**config.mk**
```make
export PLATFORM = sky130hd
export DESIGN_NAME = x86_alu_branch_execute_unit
export DESIGN_NICKNAME = d
export VERILOG_FILES = /design/src/design/xabe_pkg.sv /design/src/design/x86_alu_branch_execute_unit.sv
export SDC_FILE = /design/constraint.sdc
export NUM_CORES = 1
export LEC_CHECK = 0
export BUFFER_PORTS_ARGS = -buffer_cell sky130_fd_sc_hd__buf_2
export CAP_MARGIN = 5
export CORE_MARGIN = 2
export CORE_UTILIZATION = 55
export CTS_CLUSTER_DIAMETER = 40
export DETAILED_ROUTE_END_ITERATION = 7
export GPL_TIMING_DRIVEN = 1
export HOLD_SLACK_MARGIN = 0.08
export PLACE_DENSITY = 0.77
export SYNTH_ARGS = -nofsm -noshare
export SYNTH_HDL_FRONTEND = slang
export SYNTH_SLANG_ARGS = --single-unit
```
**constraint.sdc**
```tcl
create_clock -name clock -period 10.9 [get_ports clock]
set_input_delay 1.635 -clock clock [delete_from_list [all_inputs] [get_ports clock]]
set_output_delay 1.635 -clock clock [all_outputs]
set_load 0.02 [all_outputs]
```
**src/design/xabe_pkg.sv**
```systemverilog
`timescale 1ns / 1ps

package xabe_pkg;

   typedef enum logic [3:0] {
      OP_MOV    = 4'd0,
      OP_ADD    = 4'd1,
      OP_SUB    = 4'd2,
      OP_CMP    = 4'd3,
      OP_JB     = 4'd4,
      OP_JE     = 4'd5,
      OP_JNZ    = 4'd6,
      OP_JP     = 4'd7,
      OP_LOOPNZ = 4'd8,
      OP_HLT    = 4'd9
   } op_type;

   typedef enum logic [1:0] {
      ERR_NONE     = 2'd0,
      ERR_UNIMPL   = 2'd1,
      ERR_BYTE     = 2'd2,
      ERR_OPERANDS = 2'd3
   } err_type;

   // flag bit positions
   localparam int unsigned FLAG_C = 0;
   localparam int unsigned FLAG_P = 1;
   localparam int unsigned FLAG_A = 2;
   localparam int unsigned FLAG_Z = 3;
   localparam int unsigned FLAG_S = 4;
   localparam int unsigned FLAG_O = 5;

   localparam int unsigned WORD_W = 16;
   localparam int unsigned FLAGS_W = 6;

   typedef struct packed {
      logic               write_first;
      logic [WORD_W-1:0]  first_result;
      logic               write_is_wide;
      logic               write_count;
      logic [WORD_W-1:0]  count_result;
      logic [WORD_W-1:0]  next_ip;
      logic [FLAGS_W-1:0] flag_bits;
      logic               stop;
      logic [1:0]         error;
   } rsp_type;

   typedef struct packed {
      logic [3:0]        operation;
      logic [2:0]        instr_size;
      logic [1:0]        operand_count;
      logic              wide;
      logic [WORD_W-1:0] first_value;
      logic [WORD_W-1:0] second_value;
      logic [WORD_W-1:0] count_value;
   } req_type;

endpackage

```
**src/design/x86_alu_branch_execute_unit.sv**
```systemverilog
`timescale 1ns / 1ps

// Executes one decoded 16-bit instruction (mov, add, sub, cmp, jb, je, jnz, jp, loopnz,
// hlt) per beat and keeps the instruction pointer and the six status flags internally;
// both clear on reset. A beat is taken into an input register, executed in combinational
// logic against the current pointer and flags, and then lands in the result register;
// one instruction is taken every cycle while the result side keeps up. The pointer and
// flag update happen when the beat moves into the result register, which lets the next
// instruction see them right away.
// A stop result (hlt or error) does not halt the block; the next beat executes normally.
module x86_alu_branch_execute_unit
   import xabe_pkg::*;
(
   input  logic        clock,
   input  logic        reset,
   input  logic        req_valid,
   output logic        req_stall,
   input  logic [3:0]  req_operation,
   input  logic [2:0]  req_instr_size,
   input  logic [1:0]  req_operand_count,
   input  logic        req_wide,
   input  logic [15:0] req_first_value,
   input  logic [15:0] req_second_value,
   input  logic [15:0] req_count_value,
   output logic        rsp_valid,
   input  logic        rsp_stall,
   output logic        rsp_write_first,
   output logic [15:0] rsp_first_result,
   output logic        rsp_write_is_wide,
   output logic        rsp_write_count,
   output logic [15:0] rsp_count_result,
   output logic [15:0] rsp_next_ip,
   output logic [5:0]  rsp_flag_bits,
   output logic        rsp_stop,
   output logic [1:0]  rsp_error
);

   logic                req_valid_ff, req_valid_in;
   req_type             req_ff;
   logic                rsp_valid_ff, rsp_valid_in;
   rsp_type             rsp_ff, rsp_in;
   logic [WORD_W-1:0]   ip_ff, ip_in;
   logic [FLAGS_W-1:0]  flags_ff, flags_in;
   logic                req_fire, advance, arith_done;

   logic [WORD_W-1:0]   ip_step;
   logic [WORD_W:0]     sum_w, diff_w;
   logic [WORD_W-1:0]   alu_r, ov_v;
   logic                alu_c, take;

   assign advance   = req_valid_ff && (!rsp_valid_ff || !rsp_stall);
   assign req_stall = req_valid_ff && !advance;
   assign req_fire  = req_valid && !req_stall;

   always_comb begin
      req_valid_in = req_fire ? 1'b1 : (advance ? 1'b0 : req_valid_ff);
      rsp_valid_in = advance ? 1'b1 : (rsp_valid && !rsp_stall ? 1'b0 : rsp_valid_ff);
   end

   always_ff @(posedge clock) begin
      if (reset) begin
         req_valid_ff <= 1'b0;
         rsp_valid_ff <= 1'b0;
         ip_ff        <= '0;
         flags_ff     <= '0;
      end else begin
         req_valid_ff <= req_valid_in;
         rsp_valid_ff <= rsp_valid_in;
         if (advance) begin
            ip_ff    <= ip_in;
            flags_ff <= flags_in;
         end
      end
   end

   always_ff @(posedge clock) begin
      if (req_fire) begin
         req_ff.operation     <= req_operation;
         req_ff.instr_size    <= req_instr_size;
         req_ff.operand_count <= req_operand_count;
         req_ff.wide          <= req_wide;
         req_ff.first_value   <= req_first_value;
         req_ff.second_value  <= req_second_value;
         req_ff.count_value   <= req_count_value;
      end
      if (advance) begin
         rsp_ff <= rsp_in;
      end
   end

   // execute
   always_comb begin
      ip_step = ip_ff + WORD_W'(req_ff.instr_size);
      sum_w   = {1'b0, req_ff.first_value} + {1'b0, req_ff.second_value};
      diff_w  = {1'b0, req_ff.first_value} - {1'b0, req_ff.second_value};
      if (req_ff.operation == OP_ADD) begin
         alu_r = sum_w[WORD_W-1:0];
         alu_c = sum_w[WORD_W];
         ov_v  = ~(req_ff.first_value ^ req_ff.second_value)
                 & (req_ff.first_value ^ alu_r);
      end else begin
         alu_r = diff_w[WORD_W-1:0];
         alu_c = diff_w[WORD_W];
         ov_v  = (req_ff.first_value ^ req_ff.second_value)
                 & (req_ff.first_value ^ alu_r);
      end

      rsp_in     = '0;
      ip_in      = ip_step;
      flags_in   = flags_ff;
      take       = 1'b0;
      arith_done = 1'b0;
      rsp_in.count_result = req_ff.count_value - WORD_W'(1);

      case (req_ff.operation)
         OP_MOV: begin
            if (req_ff.operand_count != 2'd2) begin
               rsp_in.stop  = 1'b1;
               rsp_in.error = ERR_OPERANDS;
            end else begin
               rsp_in.write_first   = 1'b1;
               rsp_in.write_is_wide = req_ff.wide;
               rsp_in.first_result  = req_ff.wide ? req_ff.second_value
                                      : {8'd0, req_ff.second_value[7:0]};
            end
         end
         OP_ADD, OP_SUB, OP_CMP: begin
            if (req_ff.operand_count != 2'd2) begin
               rsp_in.stop  = 1'b1;
               rsp_in.error = ERR_OPERANDS;
            end else if (!req_ff.wide) begin
               rsp_in.stop  = 1'b1;
               rsp_in.error = ERR_BYTE;
            end else begin
               arith_done       = 1'b1;
               flags_in[FLAG_C] = alu_c;
               flags_in[FLAG_P] = ~^alu_r[7:0];
               // carry or borrow out of bit 3
               flags_in[FLAG_A] = req_ff.first_value[4] ^ req_ff.second_value[4] ^ alu_r[4];
               flags_in[FLAG_Z] = (alu_r == '0);
               flags_in[FLAG_S] = alu_r[WORD_W-1];
               flags_in[FLAG_O] = ov_v[WORD_W-1];
               if (req_ff.operation != OP_CMP) begin
                  rsp_in.write_first   = 1'b1;
                  rsp_in.write_is_wide = 1'b1;
                  rsp_in.first_result  = alu_r;
               end
            end
         end
         OP_JB, OP_JE, OP_JNZ, OP_JP, OP_LOOPNZ: begin
            if (req_ff.operand_count == 2'd0) begin
               rsp_in.stop  = 1'b1;
               rsp_in.error = ERR_OPERANDS;
            end else begin
               case (req_ff.operation)
                  OP_JB:   take = flags_ff[FLAG_C];
                  OP_JE:   take = flags_ff[FLAG_Z];
                  OP_JNZ:  take = !flags_ff[FLAG_Z];
                  OP_JP:   take = flags_ff[FLAG_P];
                  default: begin
                     rsp_in.write_count = 1'b1;
                     take = (rsp_in.count_result != '0) && !flags_ff[FLAG_Z];
                  end
               endcase
               if (take) begin
                  ip_in = ip_step + req_ff.first_value;
               end
            end
         end
         OP_HLT: begin
            rsp_in.stop = 1'b1;
         end
         default: begin
            rsp_in.stop  = 1'b1;
            rsp_in.error = ERR_UNIMPL;
         end
      endcase

      if (!rsp_in.write_count) begin
         rsp_in.count_result = '0;
      end
      rsp_in.next_ip   = ip_in;
      rsp_in.flag_bits = flags_in;
   end

   assign rsp_valid         = rsp_valid_ff;
   assign rsp_write_first   = rsp_ff.write_first;
   assign rsp_first_result  = rsp_ff.first_result;
   assign rsp_write_is_wide = rsp_ff.write_is_wide;
   assign rsp_write_count   = rsp_ff.write_count;
   assign rsp_count_result  = rsp_ff.count_result;
   assign rsp_next_ip       = rsp_ff.next_ip;
   assign rsp_flag_bits     = rsp_ff.flag_bits;
   assign rsp_stop          = rsp_ff.stop;
   assign rsp_error         = rsp_ff.error;

   a_write_no_stop: assert property (@(posedge clock) disable iff (reset)
      rsp_valid && rsp_write_first |-> !rsp_stop)
      else $error("write-back together with stop");

   a_error_stops: assert property (@(posedge clock) disable iff (reset)
      rsp_valid && rsp_error != ERR_NONE |-> rsp_stop)
      else $error("error without stop");

   a_flags_only_arith: assert property (@(posedge clock) disable iff (reset)
      advance && !arith_done |=> flags_ff == $past(flags_ff))
      else $error("flags changed on non-arithmetic beat");

   a_result_tracks_state: assert property (@(posedge clock) disable iff (reset)
      advance |=> rsp_next_ip == ip_ff && rsp_flag_bits == flags_ff)
      else $error("result out of step with pointer or flags");

endmodule
```
==> impl_metrics.env, run 1 <==
export IMPL_drv_slew=0
export IMPL_worst_path_max_fanout=6
export IMPL_critPathLaunchType="register"
export IMPL_top_layer_used="met4"
export IMPL_ys_async_sr_fraction_pct=0
export IMPL_syn_avg_cell_area_um2=10.4
export IMPL_htree_levels=4
export IMPL_synth_cell_area_um2=8370
export IMPL_final_common_cell="buf_2"
export IMPL_io_buffers=123
export IMPL_setup_tns_ns=0
export IMPL_clockBufferDepth=2
export IMPL_rsz0062_at_grt="no"
export IMPL_synth_edf_count=118
export IMPL_cp_data_arrival_time_ns=4.30
export IMPL_maxCapViolations=0
export IMPL_synth_warnings=0
export IMPL_antenna_left=0
export IMPL_io_pins=124
export IMPL_placed_cells=1097
export IMPL_worstPathRequired_ns=11.07
export IMPL_p_per_area_nw_per_um2=152
export IMPL_synthDistinctLibCells=61
export IMPL_area_growth_pct=16.2
export IMPL_start_util_pct=55.6
export IMPL_wl_met3_mm=1.05
export IMPL_synth_nets=931
export IMPL_ctsHoldBuffers=0
export IMPL_syn_instance_count=808
export IMPL_cts_buffers=17
export IMPL_utilization_pct=64.6
export IMPL_grt_overflow_total=0
export IMPL_final_cell_mix="buf_2 (123), edfxtp_1 (118), nor2_1 (90)"
export IMPL_fin_nets=1051
export IMPL_core_um2=15000
export IMPL_ys_flop_type="edfxtp_1"
export IMPL_fillers=1179
export IMPL_worst_slew_pin_slew_ns=1.26
export IMPL_dr_pass1_iters=4
export IMPL_wl_met1_mm=7.73
export IMPL_route_met2_wl_mm=8.76
export IMPL_fmax_mhz=242
export IMPL_cts_tree="built"
export IMPL_fin_crit_sh_pct=37.9
export IMPL_stdcell_count=1130
export IMPL_via_count=6428
export IMPL_synth_yosys_seq_area_share_pct=48.1
export IMPL_status="finished, final reports clean"
export IMPL_grt_pass1_vias=6166
export IMPL_post_cts_buffers=0
export IMPL_fin_crit_ns=4.13
export IMPL_root_buffer="clkbuf_16"
export IMPL_drive_gt1_share_pct=20.0
export IMPL_crit_type="register to register"
export IMPL_ir_drop_mv=0.134
export IMPL_die_y_um=127
export IMPL_setup_viol_count_final=0
export IMPL_gp_congestion=0.917
export IMPL_vias_per_cell=5.69
export IMPL_fin_skew_ns=0.00682
export IMPL_ys_ff_latch=142
export IMPL_hold_violations=0
export IMPL_wire_per_inst_um=16.0
export IMPL_p_leak_uw=0.00400
export IMPL_drc=0
export IMPL_slew_limit_headroom_pct=16.1
export IMPL_cts_resized=0
export IMPL_first_iter_violations=379
export IMPL_die_w_um=127
export IMPL_grt_use_total_pct=23.1
export IMPL_routed_wl_mm=18.1
export IMPL_row_count=45
export IMPL_clk_insertion_delay_late_ns=0.42
export IMPL_grt_start_max_net_pins=70
export IMPL_antenna_found_initial=1
export IMPL_dp_hpwl_mm=13.3
export IMPL_die_area_um2=16200
export IMPL_worstSetupEndpointType="register"
export IMPL_path_clk_slew_ns=0.06
export IMPL_grt_pass1_wl_mm=29.5
export IMPL_hp_class="register to register"
export IMPL_cts_sinks=142
final cells by class:
| cell class | count | area (um2) | share of cell area (%) |
|---|---|---|---|
| clock buffers | 20 | 437 | 4.49 |
| repair buffers | 128 | 653 | 6.72 |
| flip-flops and latches | 142 | 4020 | 41.4 |
| well taps | 188 | 235 | 2.42 |
| multi-input cells | 599 | 4070 | 41.9 |
| diodes | 1 | 2.50 | 0.0258 |
| clock inverters | 12 | 145 | 1.49 |
| inverters | 40 | 150 | 1.55 |
synthesized netlist by cell type (all sizes together) (13+ instances only):
cell	instances	area (um2)
nand2	72	270
nand2b	13	81.3
clkbuf	18	67.6
a21o	13	97.6
xnor2	36	315
nand3	14	70.1
o21ai	40	204
inv	40	150
edfxtp	118	3540
a21oi	46	230
dfxtp	24	480
xor2	17	149
ha	57	713
nor2	90	338
nor3	29	185
cell families after synthesis:
logic type               Yosys count  synth area share, %
AND/OR/NAND/NOR                  290                 17.0
XOR/XNOR                          53                 5.55
multiplexers                      16                 2.47
flip-flops                       142                 48.1
buffers and inverters             67                 3.34
adder cells (fa/ha/maj)           61                 9.48
AO/OA/AOI/OAI                    179                 14.1
power breakdown:
group | internal (uW) | leakage, uW | switching, uW
clock | 357 | 0.000289 | 214
sequential | 623 | 0.00131 | 21.8
combinational | 108 | 0.00240 | 157
total | 1090 | 0.00400 | 393
critical path: stages, from the launching register on:
cell      delay, ns
edfxtp_1       0.43
ha_1           0.31
a21o_1         0.10
a21oi_1        0.16
nor3_1         0.66
xnor2_1        0.21
inv_1          0.09
ha_1           0.33
nand3_1        0.10
or4_1          0.56
a21oi_1        0.25
nor2_1         0.11
a211oi_1       0.35
nor2_1         0.10
xnor2_1        0.14
flip-flops by register name, summed over array words and instances, names as in the netlist, 2 cells and up:
| signal | cells |
|---|---|
| rsp_first_result | 16 |
| rsp_flag_bits | 6 |
| req_ff | 58 |
| flags_ff | 6 |
| ip_ff | 16 |
| rsp_next_ip | 16 |
| rsp_error | 2 |
| rsp_count_result | 16 |
stage by stage:
step	hold slack [ns]	instance area, um2	worst slack, ns	power (uW)
after floorplan	0.437	8370	5.92	844
after global placement	0.446	9130	6.92	912
after detailed placement	0.453	9130	6.80	917
after CTS	0.462	9710	6.78	1490
after global routing	0.479	9710	6.38	1550
final	0.457	9720	6.77	1480
layer usage:
| layer | GRT usage (%) | up-vias |
|---|---|---|
| met2 | 39.3 | 218 |
| li1 | - | 3197 |
| met5 | 0 | - |
| met3 | 6.37 | 47 |
| met1 | 27.7 | 2966 |
| met4 | 9.83 | 0 |
path summary, 6_finish.rpt:
check | start | slack (ns) | to | depth (start not counted)
worst min-delay path | flags_ff[2] | 0.46 | flags_ff[2] | 2
worst max-delay path | req_ff[52] | 6.77 | rsp_next_ip[15] | 14
worst max register to register | req_ff[52] | 6.77 | rsp_next_ip[15] | 14
worst min register to register | flags_ff[2] | 0.46 | flags_ff[2] | 2
(Power assumes the default switching activity.)
==> run 2, diff against run 1 <==
- ABC_AREA: not set -> 1
- clock period: 10.9 -> 4 ns (I/O delays scaled with it)
==> run 2 against run 1 <==
Synthesized area grew 2.8%. Non-clock buffer count grew 2. Largest cell class is now sequential cells. Sequential share of layout area shrank 1.4 points. Maximum frequency grew 19%. Synthesized cell count grew 25%. Critical path type unchanged. Utilization grew 1.3 points. Worst hold slack lost 0.11 ns. Combinational power grew to 3.0 times the previous value. Register-to-register slack lost 6.2 ns. Sequential power grew to 2.7 times the previous value. Highest routed layer unchanged.
==> impl_metrics.env, run 2 <==
export IMPL_netlist_top_cells_area="edfxtp_1 (41%), nand2_1 (9.9%), ha_1 (8.3%), inv_1 (6.1%), dfxtp_1 (5.6%)"
export IMPL_holdWs_ns=0.344
export IMPL_htree_levels=4
export IMPL_synth_yosys_seq_area_share_pct=46.8
export IMPL_grt_pass1_vias=6985
export IMPL_cp_startpoint="req_ff[51]"
export IMPL_critPathLaunchType="register"
export IMPL_cts_sinks=142
export IMPL_maxCapViolations=0
export IMPL_grt_overflow_total=0
export IMPL_synth_cell_area_um2=8600
export IMPL_antennaDiodeCount=0
export IMPL_dp_hpwl_mm=15.4
export IMPL_worst_path_max_fanout=5
export IMPL_ys_ff_latch=142
export IMPL_fin_crit_sh_pct=87.0
export IMPL_setup_tns_ns=0
export IMPL_routed_wl_mm=20.7
export IMPL_synth_edf_count=118
export IMPL_p_leak_uw=0.00487
export IMPL_critPathCapture="rsp_next_ip[13]"
export IMPL_ctsHoldBuffers=0
export IMPL_slew_limit_headroom_pct=50.5
export IMPL_p_per_area_nw_per_um2=415
export IMPL_worstSetupEndpointType="register"
export IMPL_area_growth_pct=17.0
export IMPL_ys_async_sr_fraction_pct=0
export IMPL_ir_drop_mv=0.318
export IMPL_r2r_end="rsp_next_ip[13]"
export IMPL_gp_congestion=0.994
export IMPL_rsz0062_at_grt="no"
export IMPL_clk_insertion_delay_late_ns=0.43
export IMPL_reg2reg_from="req_ff[51]"
export IMPL_antenna_left=0
export IMPL_via_count=7238
export IMPL_die_area_um2=16700
export IMPL_yosysMostFrequentCell="nand2_1"
export IMPL_p_int_uw=2940
export IMPL_hold_violations=0
export IMPL_clockBufferDepth=2
export IMPL_antenna_found_initial=0
export IMPL_crit_type="register to register"
export IMPL_reg2regPathDepth=21
export IMPL_dr_pass1_iters=5
export IMPL_combPwrFrac_pct=19.3
export IMPL_cpMostUsedCell="nand2_1"
export IMPL_start_util_pct=56.4
export IMPL_die_w_um=129
export IMPL_yosys_area_top_type="edfxtp_1"
export IMPL_io_buffers=123
export IMPL_drc=0
export IMPL_drv_slew=0
export IMPL_syn_avg_cell_area_um2=8.49
export IMPL_synth_nets=1136
export IMPL_syn_instance_count=1013
export IMPL_worst_slew_pin_slew_ns=0.742
export IMPL_die_y_um=129
export IMPL_synth_top_cell_area_share_pct=41.2
export IMPL_critical_path_cell_chain="ha_1 -> fa_1 -> nand2_1 -> inv_1 -> o21ai_1 -> nor2_1 -> inv_1 -> nor2_1 -> xor2_1 -> ha_1 -> nand2_1 -> nor2_1 -> nand2_1 -> nand3_1 -> nand2_1 -> o21ai_1 -> nand2_1 -> nand3_1 -> nand4_1 -> nand2_1 -> inv_1"
export IMPL_cpPeakStageDelay_ns=0.41
export IMPL_synth_common_cells="nand2_1 (228), inv_1 (139), edfxtp_1 (118)"
export IMPL_cp_data_arrival_time_ns=3.67
export IMPL_largest_reg_flops=58
export IMPL_fin_crit_ns=3.48
export IMPL_swShare_pct=29.5
export IMPL_synthDistinctLibCells=40
export IMPL_first_iter_violations=502
export IMPL_cts_tree="built"
export IMPL_drive_gt1_share_pct=16.3
export IMPL_core_um2=15300
export IMPL_grt_use_total_pct=26.1
export IMPL_fin_nets=1267
export IMPL_seqPwrFrac_pct=42.1
export IMPL_worstPathRequired_ns=4.19
export IMPL_hp_class="input pin to register"
export IMPL_switchingPower_uw=1230
export IMPL_cts_buffers=17
export IMPL_synth_warnings=0
export IMPL_grt_pass1_wl_mm=33.5
export IMPL_pwr_share_clk_pct=38.6
export IMPL_final_common_cell="nand2_1"
export IMPL_fmax_mhz=287
export IMPL_final_cell_mix="nand2_1 (228), inv_1 (138), buf_2 (123)"
export IMPL_grt_start_max_net_pins=53
export IMPL_status="finished, final reports clean"
export IMPL_io_pins=124
export IMPL_timing_reg2reg_setup_slack_ns=0.52
export IMPL_path_clk_slew_ns=0.06
export IMPL_wire_per_inst_um=15.1
export IMPL_root_buffer="clkbuf_16"
export IMPL_setup_viol_count_final=0
export IMPL_fin_skew_ns=0.00903
export IMPL_row_count=45
export IMPL_vias_per_cell=5.29
export IMPL_ys_flop_type="edfxtp_1"
export IMPL_top_register="req_ff"
export IMPL_cp_slowest_cell="fa_1"
[run 2: cells by family (layout without fill, tap and decap cells)]
group                      Yosys count  after routing  synth area share [%]
muxes                                1              1                 0.131
adders and majority gates           61             61                  9.22
AOI/OAI and AO/OA                  147            147                  9.41
DFF                                142            142                  46.8
xor gates and xnor gates            38             38                  3.87
and+or+nand+nor                    464            464                  23.4
buffers and inverters              160            304                  7.21
[run 2: worst max-delay path: cells and delay by family (launching register included)]
| kind | cells | cell delay, ns |
|---|---|---|
| simple gates | 12 | 1.11 |
| buf+inv | 3 | 0.16 |
| compound gates | 2 | 0.37 |
| flops | 1 | 0.38 |
| xor+xnor | 1 | 0.17 |
| fa+ha+maj | 3 | 1.04 |
[run 2: final cells by class]
class / count / area (um2)
Timing Repair Buffer: 130 / 668
Multi-Input combinational cell: 711 / 3970
Tap cell: 211 / 264
Sequential cell: 142 / 4020
Fill cell: 1285 / 5190
Inverter: 142 / 533
Clock inverter: 12 / 120
Clock buffer: 20 / 489
[run 2: how the worst min path moves through the flow]
stage,start,to,slack [ns],cells after the start
after floorplan,req_valid_ff,rsp_valid,0.46,2
after global placement,rsp_valid,rsp_valid,0.49,2
after detailed placement,rsp_valid,rsp_valid,0.50,2
after CTS,req_second_value[5],req_ff[21],0.33,1
after global routing,req_second_value[4],req_ff[20],0.34,1
final,req_instr_size[0],req_ff[51],0.34,1
[run 2: timing repair]
item,in CTS,in global routing
resized for setup,0,1
setup buffers,0,0
setup endpoints to repair,0,1
[run 2: metal layers]
metal | part of all wire (%) | track usage, %
met4 | 3.1 | 10.7
met5 | 0 | 0
met2 | 48 | 44.4
met1 | 42 | 33.0
met3 | 7.0 | 4.75
[run 2: power by group through the flow]
| stage | Clock [uW] | Combinational (uW) | Sequential, uW |
|---|---|---|---|
| floorplan | 0 | 551 | 1810 |
| global placement | 0 | 781 | 1790 |
| detailed placement | 0 | 790 | 1790 |
| CTS | 1620 | 800 | 1760 |
| global route | 1690 | 912 | 1770 |
| finish | 1610 | 805 | 1760 |
[run 2: per-stage QoR]
step           utilization (%)  area, um2  total power [uW]  std cells  setup WS (ns)
2_1_floorplan                -       8600              2360       1013          0.751
3_3_place_gp              62.0       9450              2570       1336          0.613
3_5_place_dp              62.0       9450              2580       1336          0.515
4_1_cts                   66.0      10100              4180       1368          0.463
5_1_grt                   66.0      10100              4360       1368         0.0500
6_report                  66.0      10100              4170       1368          0.520
==> run 3, diff against run 2 <==
- CELL_PAD_IN_SITES_DETAIL_PLACEMENT: not set -> 1
- CELL_PAD_IN_SITES_GLOBAL_PLACEMENT: not set -> 1
- CORE_UTILIZATION: 55 -> 44
- PLACE_DENSITY: 0.77 -> not set
- PLACE_DENSITY_LB_ADDON: not set -> 0.1
==> run 3 against run 2 <==
Clock skew is essentially flat. Power increased by 1.3%. Utilization shrank 14 points. Sequential power is essentially flat. First-iteration DRC count shrank 23%. Cell count grew 3.8%. Maximum frequency shrank 2.2%. Critical path type unchanged.
==> impl_metrics.env, run 3 (synthesized netlist as in run 2, its figures left out) <==
export IMPL_use_met3_pct=4.73
export IMPL_row_count=51
export IMPL_cp_data_arrival_time_ns=3.74
export IMPL_grt_overflow_total=0
export IMPL_fin_crit_ns=3.56
export IMPL_routed_wl_mm=25.1
export IMPL_final_cell_mix="nand2_1 (228), inv_1 (138), buf_2 (123)"
export IMPL_dp_hpwl_mm=18.8
export IMPL_p_leak_uw=0.00484
export IMPL_fmax_mhz=281
export IMPL_htree_levels=4
export IMPL_root_buffer="clkbuf_16"
export IMPL_worstPathRequired_ns=4.18
export IMPL_die_area_um2=20700
export IMPL_antenna_found_initial=0
export IMPL_io_pins=124
export IMPL_p_per_area_nw_per_um2=419
export IMPL_power_uw=4230
export IMPL_drive_gt1_share_pct=15.9
export IMPL_vias_per_cell=5.22
export IMPL_cts_buffers=17
export IMPL_cts_tree="built"
export IMPL_top_usage_layer="met2"
export IMPL_antenna_left=0
export IMPL_holdWs_ns=0.342
export IMPL_worst_slew_pin_slew_ns=1.04
export IMPL_clk_insertion_delay_late_ns=0.43
export IMPL_antennaDiodeCount=0
export IMPL_largest_reg_flops=58
export IMPL_worst_path_max_fanout=4
export IMPL_switchingPower_uw=1260
export IMPL_worstSetupEndpointType="register"
export IMPL_die_y_um=144
export IMPL_first_iter_violations=385
export IMPL_critPathLaunchType="register"
export IMPL_p_int_uw=2970
export IMPL_post_cts_buffers=0
export IMPL_slew_limit_headroom_pct=30.5
export IMPL_setup_viol_count_final=0
export IMPL_cts_resized=0
export IMPL_grt_use_total_pct=25.1
export IMPL_grt_pass1_wl_mm=39.5
export IMPL_io_buffers=123
export IMPL_grt_pass1_vias=7426
export IMPL_fin_crit_sh_pct=89.0
export IMPL_area_growth_pct=17.5
export IMPL_maxCapViolations=0
export IMPL_core_um2=19300
export IMPL_via_count=7410
export IMPL_grt_start_max_net_pins=83
export IMPL_start_util_pct=44.5
export IMPL_swShare_pct=29.8
export IMPL_dr_pass1_iters=5
export IMPL_combPwrFrac_pct=19.5
export IMPL_rsz0062_at_grt="no"
export IMPL_drv_slew=0
export IMPL_grt_use_met1_pct=33.6
export IMPL_cts_sinks=142
export IMPL_clockBufferDepth=2
export IMPL_fin_skew_ns=0.00864
export IMPL_path_clk_slew_ns=0.06
export IMPL_pwr_share_clk_pct=38.8
export IMPL_grt_use_met2_pct=41.8
export IMPL_final_common_cell="nand2_1"
export IMPL_hold_violations=0
export IMPL_gp_congestion=0.883
export IMPL_ctsHoldBuffers=0
export IMPL_drc=0
export IMPL_wire_per_inst_um=17.7
export IMPL_ir_drop_mv=0.277
export IMPL_die_w_um=144
export IMPL_top_register="req_ff"
export IMPL_crit_type="register to register"
export IMPL_seqPwrFrac_pct=41.7
export IMPL_setup_tns_ns=0
export IMPL_hp_class="input pin to register"
export IMPL_fin_nets=1265
export IMPL_status="finished, final reports clean"
## run 3: cell types whose count changed in the layout (fill, tap and decap cells not counted), sizes merged
cell	delta
buf	-2
bufinv	+2
clkbuf	-1
clkinv	+3
clkinvlp	+1
inv	-5
## run 3: metal layers
metal	vias to the layer above	part of all wire (%)	routed length, um
met5	-	0	0
met4	0	1.7	428
met3	29	4.5	1140
met2	174	47	11900
met1	3572	46	11700
li1	3635	-	-
## run 3: final cells by class
cell class              instances  area (um2)
fillers                      2383        9230
inverters                     142         533
flip-flops and latches        142        4020
clock buffers                  19         433
repair buffers                128         653
clock inverters                13         166
multi-input cells             711        3970
well taps                     265         332
## run 3: through the flow
step	cell area (um2)	util, %	instances	setup slack [ns]
6_report	10100	52.3	1420	0.441
4_1_cts	10100	52.3	1420	0.459
3_3_place_gp	9510	49.2	1388	0.618
2_1_floorplan	8600	-	1013	0.751
5_1_grt	10100	52.3	1420	0.00964
3_5_place_dp	9510	49.2	1388	0.479
## run 3: path summary, 6_finish.rpt
| kind | slack, ns | depth (start not counted) | endpoint | startpoint |
|---|---|---|---|---|
| worst max-delay path | 0.44 | 22 | rsp_next_ip[15] | req_ff[53] |
| worst min-delay path | 0.34 | 1 | req_ff[15] | req_count_value[15] |
| worst max register to register | 0.44 | 22 | rsp_next_ip[15] | req_ff[53] |
| worst min register to register | 0.53 | 2 | rsp_valid | rsp_valid |
## run 3: worst max-delay path, cell delays in order, from the launching register on
cell	delay [ns]
edfxtp_1	0.37
ha_1	0.35
nand3_1	0.10
nand2_1	0.12
nand2_1	0.07
nor2_1	0.24
nand2_1	0.14
nor3_1	0.27
nand3_1	0.13
xor2_1	0.18
ha_1	0.35
nand2_1	0.06
inv_1	0.08
nand3_1	0.09
nor3_1	0.16
nand2_1	0.07
nand2_1	0.08
xor2_1	0.14
inv_1	0.06
nand3_1	0.08
nand2_1	0.05
nand2_1	0.08
inv_1	0.04
## run 3: power groups by stage
stage | logic (uW) | clock network (uW) | registers (uW)
floorplan | 551 | 0 | 1810
global placement | 798 | 0 | 1790
detailed placement | 816 | 0 | 1790
CTS | 827 | 1670 | 1760
global route | 934 | 1720 | 1770
finish | 826 | 1640 | 1760
